<file path="config.mk">
export PLATFORM = sky130hd
export DESIGN_NAME = fpgs_rule_mem
export DESIGN_NICKNAME = d
export VERILOG_FILES = /design/src/hw/rtl/assert_macros.svh /design/src/hw/rtl/fpgs_pkg.sv /design/src/hw/rtl/fpgs_rule_mem.sv
export SDC_FILE = /design/constraint.sdc
export NUM_CORES = 2
export LEC_CHECK = 0
export CORE_AREA = 4 4 511 513
export CTS_BUF_LIST = sky130_fd_sc_hd__clkbuf_4 sky130_fd_sc_hd__clkbuf_8 sky130_fd_sc_hd__clkbuf_16
export CTS_CLUSTER_DIAMETER = 30
export DETAILED_ROUTE_END_ITERATION = 8
export DIE_AREA = 0 0 515 517
export DONT_BUFFER_PORTS = 1
export PLACE_DENSITY = 0.78
export SETUP_SLACK_MARGIN = 0.5
export SLEW_MARGIN = 20
export SYNTH_ARGS = -nofsm -noshare
export SYNTH_HDL_FRONTEND = slang
export SYNTH_SLANG_ARGS = --single-unit
export TNS_END_PERCENT = 10
</file>
<file path="constraint.sdc">
create_clock -name clk -period 7.65 [get_ports clk]
set_input_delay 0.3825 -clock clk [delete_from_list [all_inputs] [get_ports clk]]
set_output_delay 0.3825 -clock clk [all_outputs]
set_load 0.005 [all_outputs]
</file>
<file path="src/hw/rtl/assert_macros.svh">
// Assertion macros shared by the RTL of the fuzzy PID gain scheduler.
// No dependencies; modules that check themselves include this file.
`ifndef ASSERT_MACROS_SVH
`define ASSERT_MACROS_SVH

`ifndef SYNTHESIS
// Concurrent check on clk, muted while rst_n is low.
`define CHK_PROP(lbl, prop, msg) \
  lbl: assert property (@(posedge clk) disable iff (!rst_n) (prop)) else $error(msg);
// Condition that must never be seen at a clock edge.
`define CHK_NEVER(lbl, expr, msg) \
  `CHK_PROP(lbl, !(expr), msg)
`else
`define CHK_PROP(lbl, prop, msg)
`define CHK_NEVER(lbl, expr, msg)
`endif

`endif

</file>
<file path="src/hw/rtl/fpgs_pkg.sv">
// Shared types and constants of the fuzzy PID gain scheduler.
// No dependencies.
package fpgs_pkg;

  typedef enum logic {
    OP_LOAD    = 1'b0,
    OP_COMPUTE = 1'b1
  } opcode_t;

  typedef enum logic [2:0] {
    REG_ERROR_CENTER = 3'd0,
    REG_ERROR_SCALE  = 3'd1,
    REG_RATE_CENTER  = 3'd2,
    REG_RATE_SCALE   = 3'd3,
    REG_KP_MAX       = 3'd4,
    REG_KI_MAX       = 3'd5,
    REG_KD_MAX       = 3'd6
  } reg_idx_t;

  localparam int unsigned SAMPLE_W = 16;
  localparam int unsigned CFG_W    = 16;
  localparam int unsigned GAIN_W   = 16;
  localparam int unsigned FRAC_W   = 17;                 // Q0.16 plus the "one" bit
  localparam logic [FRAC_W-1:0] FRAC_ONE = 17'h10000;
  localparam int unsigned Q_FRAC   = 8;                  // Q8.8 scale factors
  localparam int unsigned DIFF_W   = SAMPLE_W + 1;
  localparam int unsigned PROD_W   = 2 * DIFF_W;
  localparam int unsigned LEVEL_W  = PROD_W - Q_FRAC;

  // rule memory port control
  typedef struct packed {
    logic en;
    logic we;
  } mem_ctl_t;

endpackage

</file>
<file path="src/hw/rtl/fpgs_rule_mem.sv">
// Single-port rule table memory with registered read data.
// Depends on fpgs_pkg.
module fpgs_rule_mem
  import fpgs_pkg::*;
#(
  parameter int unsigned DEPTH = 225,
  parameter int unsigned AW    = 8
) (
  input  logic              clk,
  input  mem_ctl_t          ctl,
  input  logic [AW-1:0]     addr,
  input  logic [FRAC_W-1:0] wr_data,
  output logic [FRAC_W-1:0] rd_data
);

  logic [FRAC_W-1:0] mem [DEPTH];
  logic [FRAC_W-1:0] rd_data_r;

  always_ff @(posedge clk) begin
    if (ctl.en) begin
      if (ctl.we) begin
        mem[addr] <= wr_data;
      end else begin
        rd_data_r <= mem[addr];
      end
    end
  end

  assign rd_data = rd_data_r;

endmodule

</file>
Yosys cells after proc, flatten, opt, wreduce, memory -nomap -nowiden
Memory sizes are Yosys's and may differ from the RTL's. A register that Yosys moved wholly into a read port is not among the register bits.
Index checks and enable logic that the tools add are counted.
{"block": "word_totals", "mem_count": 1, "ram_bits": 3825, "register_bits": 0, "word_cells": 6, "output_inout_bits": 17, "inputBits": 28}
{"block": "classes", "muxes": 3, "n_bitwise": 1, "reduce_logical": 1}
{"memory": "mem", "depth": 225, "word_bits": 17, "rd": 1, "rd_ports_with_merged_regs": 1, "write_ports": 1, "line_no": "fpgs_rule_mem.sv:16", "source": "logic [FRAC_W-1:0] mem [DEPTH];"}
{"operator": "$mux W1", "count": 3}
{"operator": "$reduce_and A2 Y1", "count": 1}
{"operator": "$not A1 Y1", "count": 1}

Depth between registers and ports, before layout
{"block": "logic_depth", "ltp_word": 3, "ltp_mapped": 11, "ltp_nobuf": 6}

Worst setup path before layout
No wires, ideal clock.
{"block": "synth_path", "kind": "input -> register", "from": "input addr[1]", "to": "memory mem[224][0], enable pin", "required_ns": 7.238, "path_buffers": 6, "setup_time_ns": 0.412, "slack_ns": 4.136, "stages": 9, "arrival_ns": 3.102, "cell_sequence": "buf_2 > buf_4 > buf_4 > buf_4 > buf_2 > buf_2 > nor3_1 > nand2_1 > nor3_1"}
{"item": "start, declared", "line_no": "fpgs_rule_mem.sv:11", "source": "input logic [AW-1:0] addr,"}
{"item": "end, declared", "line_no": "fpgs_rule_mem.sv:16"}
No word-level cell before the write port.

==> results.json <==
{
  "status": "finished with violations",
  "violations_in_the_final_reports": "hold timing, slew limit",
  "power_per_cell_area_nw_per_um2": 307,
  "rows": 186,
  "area.growth.synth_to_final_pct": 18.1,
  "layout.filler_cells": 13913,
  "cells_along_the_critical_path": "buf_16, buf_16, buf_16, mux4_2, a22oi_1, a21oi_1, o41ai_1, nand3_1, a31o_1, dlygate4sd3_1",
  "leakagePower_nw": 54.7,
  "critical_path_class": "input pin to flip-flop",
  "cts-htree-levels": 6,
  "synthFlopType": "sky130_fd_sc_hd__edfxtp_1",
  "cts.sink_count": 3842,
  "drt_first_iter_violations": 15303,
  "holdCritPathClass": "input pin to flip-flop",
  "worst_ir_drop_vdd_uv": 241,
  "cap_violations": 0,
  "setup_repair_after_global_routing_missed_its_margin": "false",
  "crit_arrival_ns": 6.39,
  "cp_most_frequent_cell": "sky130_fd_sc_hd__buf_16",
  "synth_edf_count": 3842,
  "firstDrtPassIters": 6,
  "vias_per_cell": 7.27,
  "max_freq_ghz": 0.176,
  "floorplan.die.height_um": 517,
  "core-area_um2": 256000,
  "critical_path.endpoint_type": "flip-flop",
  "critical_path.n_buffers_inverters": 4,
  "cts_setup_buffers": 0,
  "dp_worst_setup_slack_ns": 3.06,
  "post-route-util": 0.673,
  "cts_repair_resize_count": 0,
  "synth_async_sr_flop_share": 0,
  "fin_setup_tns_ns": 0,
  "cts_inserted_buffers": 577,
  "drt_drc_violations_left": 0,
  "total_of_warnings_raised_by_yosys": 0,
  "floorplan.die_area_um2": 266000,
  "dpl.hpwl_um": 178000,
  "pin_count_of_the_biggest_net_entering_global_routing": 831,
  "synthesis.nets": 6258,
  "grt-ovfl-total": 0,
  "wire_length_of_the_first_global_routing_pass_um": 586000,
  "worst-endpoint-required_ns": 8.35,
  "route.final.wire_length_um": 431000,
  "syn_area_um2": 146000,
  "antenna_found_initial": 31,
  "setup_violations": 0,
  "gpl.final_weighted_congestion": 0.806,
  "clkLatencyLatePin_ns": 0.97,
  "layout.cells.most_common": "sky130_fd_sc_hd__edfxtp_1",
  "maxSlewViolCount": 107,
  "p_total_mw": 52.9,
  "final_hold_violating_endpoints": 2,
  "yosys_register_bits": 3842,
  "path_max_fanout": 164,
  "pin_count": 45,
  "synthesis.area_per_instance_um2": 23.4,
  "share_of_the_clock_period_used_by_the_worst_path_after_layout": 0.743,
  "worstSetupStartpointType": "input pin",
  "cts_hold_buf": 25,
  "placed_cell_area_um2": 151000,
  "synth.lib_cells_used.distinct": 35,
  "clk_transition_reported_paths_ns": 0.06,
  "hold-worst-slack_ns": -0.0120,
  "layout.nets": 6781,
  "fin_worst_skew_ns": 0.0662,
  "final_cell_mix": "sky130_fd_sc_hd__edfxtp_1, sky130_fd_sc_hd__mux4_2, sky130_fd_sc_hd__clkbuf_16",
  "crit_family": "buffers and inverters",
  "layout-drive-gt1-share": 0.326,
  "cts-root-to-sink-buffers": 4,
  "max_stage_delay_ns": 1.03,
  "die_w_um": 515,
  "timing_worst_slew_pin_value_ns": 1.74,
  "clock_tree.root_cell": "sky130_fd_sc_hd__clkbuf_16",
  "setup_slack_ns": 1.96,
  "postSynthCellCount": 6230,
  "fin_crit_ns": 5.69,
  "wl_per_cell_um": 40.6,
  "ant_nets": 0,
  "initial_core_util": 0.569,
  "cts_tree": "built",
  "final_design_area_no_fill_um2": 172000,
  "vias_in_the_first_global_route": 77256,
  "route.vias.total": 77283,
  "yosysSeqAreaShare": 0.791,
  "portBuffers": 0,
  "cpMaxStageDelayCell": "sky130_fd_sc_hd__o41ai_1",
  "maxSlewHeadroom": -0.159,
  "track_usage": 0.309
}
path summary, 6_finish.rpt:
check / startpoint / endpoint / slack [ns] / cells after the start
worst min register to register: mem[224][15] / rd_data[15] / 0.89 / 3
worst min-delay path: addr[4] / rd_data[8] / -0.01 / 3
worst max register to register: mem[87][7] / rd_data[7] / 3.41 / 7
worst max-delay path: addr[1] / rd_data[7] / 1.96 / 10
state kept, by name, indices dropped and copies added (netlist names):
| signal | count |
|---|---|
| mem | 3825 |
| rd_data | 17 |
final cells by class:
| type | count | area, um2 | area share |
|---|---|---|---|
| tap | 3384 | 4230 | 0.0246 |
| multi-input combinational | 2022 | 29300 | 0.170 |
| inverter | 1 | 3.75 | 0.0000218 |
| timing repair buffer | 309 | 3350 | 0.0194 |
| antenna | 22 | 55.1 | 0.000319 |
| clock inverter | 414 | 5010 | 0.0291 |
| clock buffer | 638 | 15000 | 0.0873 |
| sequential | 3842 | 115000 | 0.670 |
synthesized netlist by cell type (10+ instances only):
cell,n,share of area
sky130_fd_sc_hd__o21ai_0,18,0.00062
sky130_fd_sc_hd__a31o_1,16,0.00096
sky130_fd_sc_hd__o22ai_1,66,0.0028
sky130_fd_sc_hd__o221ai_1,32,0.0019
sky130_fd_sc_hd__buf_2,153,0.0052
sky130_fd_sc_hd__a22o_1,36,0.0022
sky130_fd_sc_hd__buf_1,33,0.00085
sky130_fd_sc_hd__nand3_1,23,0.00079
sky130_fd_sc_hd__a21oi_1,105,0.0036
sky130_fd_sc_hd__mux2i_1,128,0.0088
sky130_fd_sc_hd__o22a_1,32,0.0019
sky130_fd_sc_hd__nand2_1,67,0.0017
sky130_fd_sc_hd__nand2b_1,10,0.00043
sky130_fd_sc_hd__or3_1,17,0.00073
sky130_fd_sc_hd__mux4_2,987,0.15
sky130_fd_sc_hd__clkbuf_1,154,0.0040
sky130_fd_sc_hd__o31a_1,16,0.00096
sky130_fd_sc_hd__a22oi_1,189,0.0097
sky130_fd_sc_hd__o41ai_1,16,0.00096
sky130_fd_sc_hd__nor2_1,234,0.0060
sky130_fd_sc_hd__edfxtp_1,3842,0.79
sky130_fd_sc_hd__buf_4,19,0.00098
power breakdown:
| part | switching (mW) | total, mW | internal (mW) | leakage [nW] |
|---|---|---|---|---|
| combinational | 1.23 | 1.93 | 0.706 | 10.4 |
| sequential | 0.0244 | 23.2 | 23.2 | 34.5 |
| clock | 10.6 | 27.8 | 17.1 | 9.73 |
stage by stage:
| stage | std cells | hold WS [ns] |
|---|---|---|
| after global routing | 10612 | -0.0189 |
| after detailed placement | 9496 | 0.501 |
| after global placement | 9492 | 0.504 |
| final | 10632 | -0.0120 |
| after CTS | 10573 | 0.0130 |
| after floorplan | 6230 | 0.481 |
kinds of logic (layout without fill, tap and decap cells):
group	count (synthesis)	after routing	share of synthesized area
multiplexers	1115	1115	0.161
flip-flops	3842	3842	0.791
AND/OR/NAND/NOR	375	375	0.0107
other	0	22	0
AO/OA/AOI/OAI	532	532	0.0260
buffers and inverters	366	1362	0.0115
tightest hold or removal path, delay by kind of cell:
kind / cells / cell delay [ns]
simple gates: 1 / 0.14
compound gates: 2 / 0.29
metal layers:
metal / GRT usage / part of all wire / vias up
li1: - / - / 28093
met1: 0.404 / 0.31 / 39416
met2: 0.480 / 0.48 / 8060
met3: 0.0810 / 0.14 / 1694
met4: 0.173 / 0.072 / 20
met5: 0 / 0.00039 / -
Note: power is estimated with default switching activity, not from simulation.
